--- src/hdl/eigen_sphericality_descriptor_assert.svh ---
// Assertion macros for the sphericality descriptor
`ifndef EIGEN_SPHERICALITY_DESCRIPTOR_ASSERT_SVH
`define EIGEN_SPHERICALITY_DESCRIPTOR_ASSERT_SVH

`ifndef SYNTHESIS

// Check an implication on every rising clock edge outside reset
`define ESD_ASSERT_IMPL(label, clk, rst, ante, cons, msg) \
   label: assert property (@(posedge clk) disable iff (rst) (ante) |-> (cons)) \
      else $error(msg);

// Check that a consequent follows an antecedent after a fixed delay
`define ESD_ASSERT_DELAY(label, clk, rst, ante, dly, cons, msg) \
   label: assert property (@(posedge clk) disable iff (rst) (ante) |-> ##(dly) (cons)) \
      else $error(msg);

`else

`define ESD_ASSERT_IMPL(label, clk, rst, ante, cons, msg)
`define ESD_ASSERT_DELAY(label, clk, rst, ante, dly, cons, msg)

`endif

`endif

--- src/hdl/esd_pkg.sv ---
`timescale 1ns / 1ps

package esd_pkg;

   // Input value width and fraction bits of the results
   localparam int VALUE_WIDTH = 32;
   localparam int FRAC_BITS   = 16;

   // Result field widths
   localparam int SPH_W    = 18;
   localparam int UNS_W    = 17;
   localparam int STATUS_W = 2;

   // Configuration port
   localparam int CSR_IDX_W = 1;
   localparam logic [CSR_IDX_W-1:0] CSR_EMIT_UNS = 1'd0;
   localparam logic [CSR_IDX_W-1:0] CSR_EMIT_STR = 1'd1;

   // Status codes
   localparam logic [STATUS_W-1:0] STATUS_OK         = 2'd0;
   localparam logic [STATUS_W-1:0] STATUS_UNDEFINED  = 2'd1;
   localparam logic [STATUS_W-1:0] STATUS_DEGENERATE = 2'd2;

   // Iteration counts of the cell chain
   localparam int DIV_STEPS  = FRAC_BITS + 1;
   localparam int FRAC_STEPS = 2 * FRAC_BITS + 1;
   localparam int SQRT_STEPS = FRAC_BITS + 1;
   localparam int CELL_COUNT = FRAC_STEPS + SQRT_STEPS;
   localparam int CELL_IDX_W = $clog2(CELL_COUNT);

   // Pipeline depth: front stages, cells, product stage, output stage
   localparam int FRONT_STAGES = 6;
   localparam int LATENCY      = FRONT_STAGES + CELL_COUNT + 2;

   // Work carried from cell to cell
   typedef struct packed {
      logic                       vld;
      logic [STATUS_W-1:0]        status;
      logic [VALUE_WIDTH-2:0]     div;
      logic [VALUE_WIDTH-1:0]     un_rem;
      logic [FRAC_BITS:0]         un_quo;
      logic [VALUE_WIDTH-1:0]     q1_rem;
      logic [FRAC_BITS:0]         q1_quo;
      logic [2*VALUE_WIDTH-1:0]   den;
      logic [2*VALUE_WIDTH-1:0]   fr_rem;
      logic [2*FRAC_BITS:0]       fr_quo;
      logic [2*FRAC_BITS+1:0]     sq_x;
      logic [2*FRAC_BITS+1:0]     sq_res;
   } esd_cell_type;

endpackage

--- src/hdl/esd_cell.sv ---
`timescale 1ns / 1ps

module esd_cell (
   input  logic                                clock,
   input  logic                                reset,
   input  logic [esd_pkg::CELL_IDX_W-1:0]      cell_idx,
   input  esd_pkg::esd_cell_type               cell_in,
   output esd_pkg::esd_cell_type               cell_out
);

   localparam int VW = esd_pkg::VALUE_WIDTH;
   localparam int SW = 2 * esd_pkg::FRAC_BITS + 2;

   esd_pkg::esd_cell_type cell_ff, next_in;
   logic [VW-1:0]         un_rr, q1_rr;
   logic [2*VW-1:0]       fr_rr;
   logic [SW-1:0]         x_cur, res_cur, bit_val, trial;
   logic [esd_pkg::CELL_IDX_W-1:0] steps_left;
   logic                  first;

   // One restoring step of each active divider, or one step of the root
   always_comb begin
      next_in    = cell_in;
      first      = (cell_idx == '0);
      un_rr      = first ? cell_in.un_rem : {cell_in.un_rem[VW-2:0], 1'b0};
      q1_rr      = first ? cell_in.q1_rem : {cell_in.q1_rem[VW-2:0], 1'b0};
      fr_rr      = first ? cell_in.fr_rem : {cell_in.fr_rem[2*VW-2:0], 1'b0};
      steps_left = esd_pkg::CELL_IDX_W'(esd_pkg::CELL_COUNT - 1) - cell_idx;
      bit_val    = SW'(1) << {steps_left, 1'b0};
      if (cell_idx == esd_pkg::CELL_IDX_W'(esd_pkg::FRAC_STEPS)) begin
         x_cur   = SW'(cell_in.fr_quo);
         res_cur = '0;
      end else begin
         x_cur   = cell_in.sq_x;
         res_cur = cell_in.sq_res;
      end
      trial = res_cur + bit_val;

      if (cell_idx < esd_pkg::CELL_IDX_W'(esd_pkg::DIV_STEPS)) begin
         if (un_rr >= VW'(cell_in.div)) begin
            next_in.un_rem = un_rr - VW'(cell_in.div);
            next_in.un_quo = {cell_in.un_quo[esd_pkg::FRAC_BITS-1:0], 1'b1};
         end else begin
            next_in.un_rem = un_rr;
            next_in.un_quo = {cell_in.un_quo[esd_pkg::FRAC_BITS-1:0], 1'b0};
         end
         if (q1_rr >= VW'(cell_in.div)) begin
            next_in.q1_rem = q1_rr - VW'(cell_in.div);
            next_in.q1_quo = {cell_in.q1_quo[esd_pkg::FRAC_BITS-1:0], 1'b1};
         end else begin
            next_in.q1_rem = q1_rr;
            next_in.q1_quo = {cell_in.q1_quo[esd_pkg::FRAC_BITS-1:0], 1'b0};
         end
      end

      if (cell_idx < esd_pkg::CELL_IDX_W'(esd_pkg::FRAC_STEPS)) begin
         if (fr_rr >= cell_in.den) begin
            next_in.fr_rem = fr_rr - cell_in.den;
            next_in.fr_quo = {cell_in.fr_quo[2*esd_pkg::FRAC_BITS-1:0], 1'b1};
         end else begin
            next_in.fr_rem = fr_rr;
            next_in.fr_quo = {cell_in.fr_quo[2*esd_pkg::FRAC_BITS-1:0], 1'b0};
         end
      end else begin
         if (x_cur >= trial) begin
            next_in.sq_x   = x_cur - trial;
            next_in.sq_res = (res_cur >> 1) + bit_val;
         end else begin
            next_in.sq_x   = x_cur;
            next_in.sq_res = res_cur >> 1;
         end
      end
   end

   // Hand the work to the next cell
   always_ff @(posedge clock) begin
      if (reset) begin
         cell_ff <= '0;
      end else begin
         cell_ff <= next_in;
      end
   end

   assign cell_out = cell_ff;

endmodule

--- config.mk ---
export PLATFORM = sky130hd
export DESIGN_NAME = esd_cell
export DESIGN_NICKNAME = d
export VERILOG_FILES = /design/src/hdl/eigen_sphericality_descriptor_assert.svh /design/src/hdl/esd_pkg.sv /design/src/hdl/esd_cell.sv
export SDC_FILE = /design/constraint.sdc
export NUM_CORES = 1
export LEC_CHECK = 0
export CAP_MARGIN = 10
export CORE_AREA = 2 2 286 288
export CTS_CLUSTER_SIZE = 10
export DETAILED_ROUTE_END_ITERATION = 8
export DIE_AREA = 0 0 288 290
export DONT_BUFFER_PORTS = 1
export HOLD_SLACK_MARGIN = 0.05
export MAX_ROUTING_LAYER = met4
export SYNTH_ARGS = -nofsm -noshare
export SYNTH_HDL_FRONTEND = slang
export SYNTH_SLANG_ARGS = --single-unit
--- constraint.sdc ---
create_clock -name clock -period 10.6 [get_ports clock]
set_input_delay 2.12 -clock clock [delete_from_list [all_inputs] [get_ports clock]]
set_output_delay 2.12 -clock clock [all_outputs]
set_load 0.01 [all_outputs]
# Yosys cells after proc, flatten, opt, wreduce, memory -nomap -nowiden
# Cells that the tools add are included.
[word_totals] reg_bits=361 input_bits=369 wordCells=40
[classes] n_addsub=7 n_lt_le_gt_ge=6 eq_ne=1 shifts=1 mux=12 reduce_logical=1
[op_table] op="2-to-1 mux 97 bit" n=2
[op_table] op="2-to-1 mux 68 bit" n=2
[op_table] op="2-to-1 mux 49 bit" n=2
[op_table] op="2-to-1 mux 98 bit" n=1
[op_table] op="2-to-1 mux 34 bit" n=2
[op_table] op=">= comparator 32 x 31 -> 1 bit" n=2
[op_table] op=">= comparator 64 bit" n=1
[op_table] op="2-to-1 mux 32 bit" n=2
[op_table] op="2-to-1 mux 64 bit" n=1
[op_table] op="subtractor 32 x 31 -> 32 bit" n=2
[op_table] op="subtractor 64 bit" n=1
[op_table] op="adder 33 x 34 -> 34 bit" n=1
[op_table] op="adder 34 bit" n=1
[op_table] op=">= comparator 34 bit" n=1
[op_table] op="<< shifter 1 x 7 -> 34 bit (first input constant)" n=1
[op_table] op="subtractor 34 bit" n=1
[op_table] op="== test 6 bit (second input constant)" n=1
[op_table] op="logical NOT 6 bit" n=1
[op_table] op="less-than comparator 6 x 5 -> 1 bit (second input constant)" n=1
[op_table] op="less-than comparator 6 bit (second input constant)" n=1
[op_table] op="subtractor 6 bit (first input constant)" n=1

# Longest topological paths before layout
[depth] depth_word=6 ltp_mapped=34

# Worst setup path before layout
# No wires, ideal clock.
[synth_path] path_kind="input to register" from="input cell_idx[5] in the netlist's numbering" to="register cell_ff, in the netlist cell_out[14]" setup_ps=132 arrival_ps=7975 setup_slack_ps=2493 stages=31 cell_sequence="buf_6 > nand4bb_4 > or3_4 > buf_2 > buf_6 > buf_2 > clkbuf_1 > buf_2 > buf_1 > and2_1 > ha_1 > ha_1 > nor2_1 > nor4_1 > a21oi_1 > o31ai_1 > o31a_1 > a211oi_1 > nor2_1 > xnor2_1 > ha_1 > or4_1 > o2111ai_1 > o21ai_0 > nor4b_1 > nor2_1 > a211o_1 > buf_2 > clkbuf_1 > o211ai_1 > a21oi_1"
[synth_between] elab_chain_cells=6 word_cells_on_any_way=11 classes_between="add/sub (3); order compare (2); eq/ne (1); shift (1); mux (4)"
[synth_lines] element="from (decl)" line_no="esd_cell.sv:6" text="input logic [esd_pkg::CELL_IDX_W-1:0] cell_idx,"
[synth_lines] element="subtractor 6 bit or == test 6 bit (tied branches)" line_no="esd_cell.sv:28, esd_cell.sv:30"
[synth_lines] element="<< shifter 1 x 7 -> 34 bit or 2-to-1 mux 34 bit (tied branches)" line_no="esd_cell.sv:29, esd_cell.sv:30"
[synth_lines] element="adder 34 bit" line_no="esd_cell.sv:37" text="trial = res_cur + bit_val;"
[synth_lines] element=">= comparator 34 bit" line_no="esd_cell.sv:65" text="if (x_cur >= trial) begin"
[synth_lines] element="2-to-1 mux 68 bit" line_no="esd_cell.sv:65"
[synth_lines] element="2-to-1 mux 68 bit *" line_no="esd_cell.sv:56" text="if (cell_idx < esd_pkg::CELL_IDX_W'(esd_pkg::FRAC_STEPS)) begin"
[synth_lines] element="to (signal assigned)" line_no="esd_cell.sv:80" text="cell_ff <= next_in;"
[synth_lines] element="to (decl)" line_no="esd_cell.sv:14" text="esd_pkg::esd_cell_type cell_ff, next_in;"
# Mark *: on every way between the ends. The rest lies on a longest branch, timed or not.
# A chain may end at the register's enable or synchronous reset.

# Worst setup path in the final report
[layout_path] from="input cell_idx[1] in the netlist's numbering" to="register cell_ff, in the netlist cell_out[7]"
# The elaborated chain is that of the path after synthesis.

==> results.py <==
metrics = {
    "global_route": {
        "first_global_vias": 24500,
        "grt_max_degree": 318,
        "grtUsageMet2_pct": 40.3,
        "top_usage_layer": "met2",
        "antenna_found_initial": 3,
        "grt_use_met3_pct": 6.12,
        "grt_use_met1_pct": 29.5,
        "grt_usage_pct": 24.6,
        "grt_pass1_wl_um": 155000,
        "grt.overflow.total": 0,
    },
    "clocking": {
        "cts.path.max_buffers": 3,
        "cts_resized": 0,
        "numCtsBuffers": 48,
        "path_clk_slew_ns": 0.05,
        "cts_sinks": 361,
        "cts_tree": "built",
        "cts_setup_buffers": 0,
        "h-tree-depth": 2,
        "hold_buffers": 0,
        "clock-root-buffer": "clkbuf_16",
    },
    "synth": {
        "yosys.area.top_type": "dfxtp_1",
        "ys_seq_elements": 361,
        "synth.distinct_cells": 95,
        "synth_edf_count": 0,
        "ys_async_sr_fraction_pct": 0,
        "synthDominantCellAreaShare_pct": 27.1,
        "syn_inst": 3809,
        "synth.avg_cell_area_sq_um": 7.00,
        "synthTopCellsByCount": "nand2_1 (903), nor2_1 (401), dfxtp_1 (361)",
        "synth_area_sq_um": 26700,
        "ys_warn_count": 0,
        "synthFlopType": "dfxtp_1",
        "yosysMostFrequentCell": "nand2_1",
        "ys_seq_area_share_pct": 27.1,
        "netlist_top_cells_area": "dfxtp_1 (27%), nand2_1 (13%), ha_1 (9.1%)",
        "postSynthNetCount": 4375,
    },
    "sta": {
        "hold_viol_final": 0,
        "slew_headroom_pct": 22.4,
        "finalSetupViolCount": 0,
        "drv_slew": 0,
        "hold_ws_ns": 1.62,
        "timing.final.crit_share_pct": 77.0,
        "rsz0062_at_grt": "false",
        "tns_ns": 0,
        "worst_pin_slew_ns": 1.16,
        "period_needed_ns": 8.17,
        "fmax_mhz": 122,
    },
    "finish": {
        "drive_above_1_share_pct": 4.41,
        "final_core_util_pct": 36.1,
        "largest_reg_flops": 361,
        "nets": 4238,
        "nFillCells": 8647,
        "syn_to_final_growth_pct": 8.33,
    },
    "routing": {
        "drcViolationCount": 0,
        "viasPerCell": 5.55,
        "drt_iter0_markers": 1967,
        "first_pass_iters": 5,
        "vias": 26400,
        "drt_wl_total_um": 106000,
        "wl_per_cell_um": 22.2,
        "ant_nets": 0,
    },
    "setup_path": {
        "crit_chain": "nand4bb_4 > or3_4 > and2_1 > ha_1 > a21oi_1 > nor2_1 > a21oi_1 > a21oi_1 > a21oi_1 > a21oi_1 > a221oi_2 > o21ai_1 > xnor2_1 > ha_1 > or4_1 > a21oi_1 > o21ai_0 > nor4b_1 > nor2_1 > a211o_2 > buf_4 > a21oi_1 > nor2_1 > a32o_1",
        "crit_family": "compound AO/OA/AOI/OAI gates",
        "cp-end-kind": "flop",
        "cp_slowest_cell": "a211o_2",
        "path_buf_inv": 1,
        "path_max_fanout": 54,
        "start_kind": "input pin",
        "cp_common_cell": "a21oi_1",
        "slowest_delay_ns": 0.65,
        "arrival_ns": 8.63,
        "crit_path_start": "cell_idx[1]",
        "crit_type": "input pin to flop",
        "cp.required_ns": 11.06,
    },
    "placed_design": {
        "hpwl_um": 81900,
        "place_congestion": 0.954,
        "port_buffers": 0,
    },
    "floorplanning": {
        "die_w_um": 288,
        "coreArea_sq_um": 80200,
        "ios": 730,
        "rows": 104,
        "fp.dieH_um": 290,
        "die_area_sq_um": 83500,
        "start_util_pct": 33.3,
    },
    "pwr": {
        "cellLeakagePower_nw": 12.8,
        "finalPower_mw": 4.23,
        "ir_worst_vdd_v": 0.000113,
        "p_per_area_nw_per_um2": 146,
    },
    "hold_path": {
        "hp-start": "reset",
        "hold_class": "input pin to flop",
    },
    "job": {
        "drv_cap": 0,
    },
    "run_status": {
        "outcome": "completed",
    },
}
## worst paths after layout
path | to | slack (ns) | cells past startpoint
setup / recovery | cell_out[7]$_SDFF_PP0_ | 2.43 | 24
hold / removal | cell_out[89]$_SDFF_PP0_ | 1.62 | 1
## kinds of logic after synthesis
group	after synthesis	share of synthesized area (%)
AOI/OAI and AO/OA	960	23.4
muxes	22	0.839
DFF	361	27.1
xor gates and xnor gates	193	6.39
and+or+nand+nor	1698	27.2
buffers and inverters	374	5.64
adders and majority gates	201	9.50
## power by group
part	internal (mW)	switching (mW)
Clock	0.933	0.642
Combinational	0.406	0.658
Sequential	1.47	0.126
Total	2.81	1.43
## stage by stage
| step | setup WS, ns | cells | instance area [sq um] |
|---|---|---|---|
| 2_1_floorplan | 2.49 | 3809 | 26700 |
| 4_1_cts | 2.46 | 4759 | 28900 |
| 3_5_place_dp | 1.85 | 4682 | 27400 |
| 6_report | 2.43 | 4764 | 28900 |
| 3_3_place_gp | 1.96 | 4682 | 27400 |
| 5_1_grt | 2.02 | 4763 | 28900 |
## cell usage in the layout, fill, tap and decap left out, drive strengths merged, types with 7 or more instances in the layout
| cell type | instances |
|---|---|
| a211oi | 88 |
| o31a | 9 |
| nor2 | 401 |
| o21a | 28 |
| o211a | 9 |
| and2 | 29 |
| a311oi | 60 |
| or4 | 9 |
| xnor2 | 124 |
| inv | 162 |
| and3 | 35 |
| nor3 | 82 |
| nor4 | 9 |
| clkbuf | 63 |
| nand2 | 903 |
| clkinv | 8 |
| or2 | 16 |
| o211ai | 21 |
| a31oi | 49 |
| a21boi | 12 |
| a21o | 81 |
| o31ai | 14 |
| a31o | 13 |
| nand4 | 42 |
| mux2i | 19 |
| nor2b | 26 |
| a2111oi | 7 |
| nand3 | 82 |
| o21ai | 180 |
| or3 | 14 |
| ha | 193 |
| a221oi | 10 |
| dfxtp | 361 |
| nand2b | 31 |
| a21oi | 308 |
| o21bai | 17 |
| xor2 | 69 |
| buf | 27 |
## per-layer routing
layer	part of all wire, %	wire [um]
met1	41	43200
met2	47	49700
met3	8.9	9450
met4	3.1	3280
met5	0	0
## area by class of cell
| class | count | area, sq um | share of cell area [%] |
|---|---|---|---|
| tap | 1060 | 1330 | 4.59 |
| timing repair buffer | 27 | 228 | 0.788 |
| antenna | 5 | 12.5 | 0.0433 |
| clock inverter | 14 | 140 | 0.485 |
| multi-input combinational | 3074 | 18000 | 62.3 |
| inverter | 160 | 601 | 2.08 |
| sequential | 361 | 7230 | 25.0 |
| clock buffer | 63 | 1350 | 4.67 |
(Power assumes the default switching activity.)
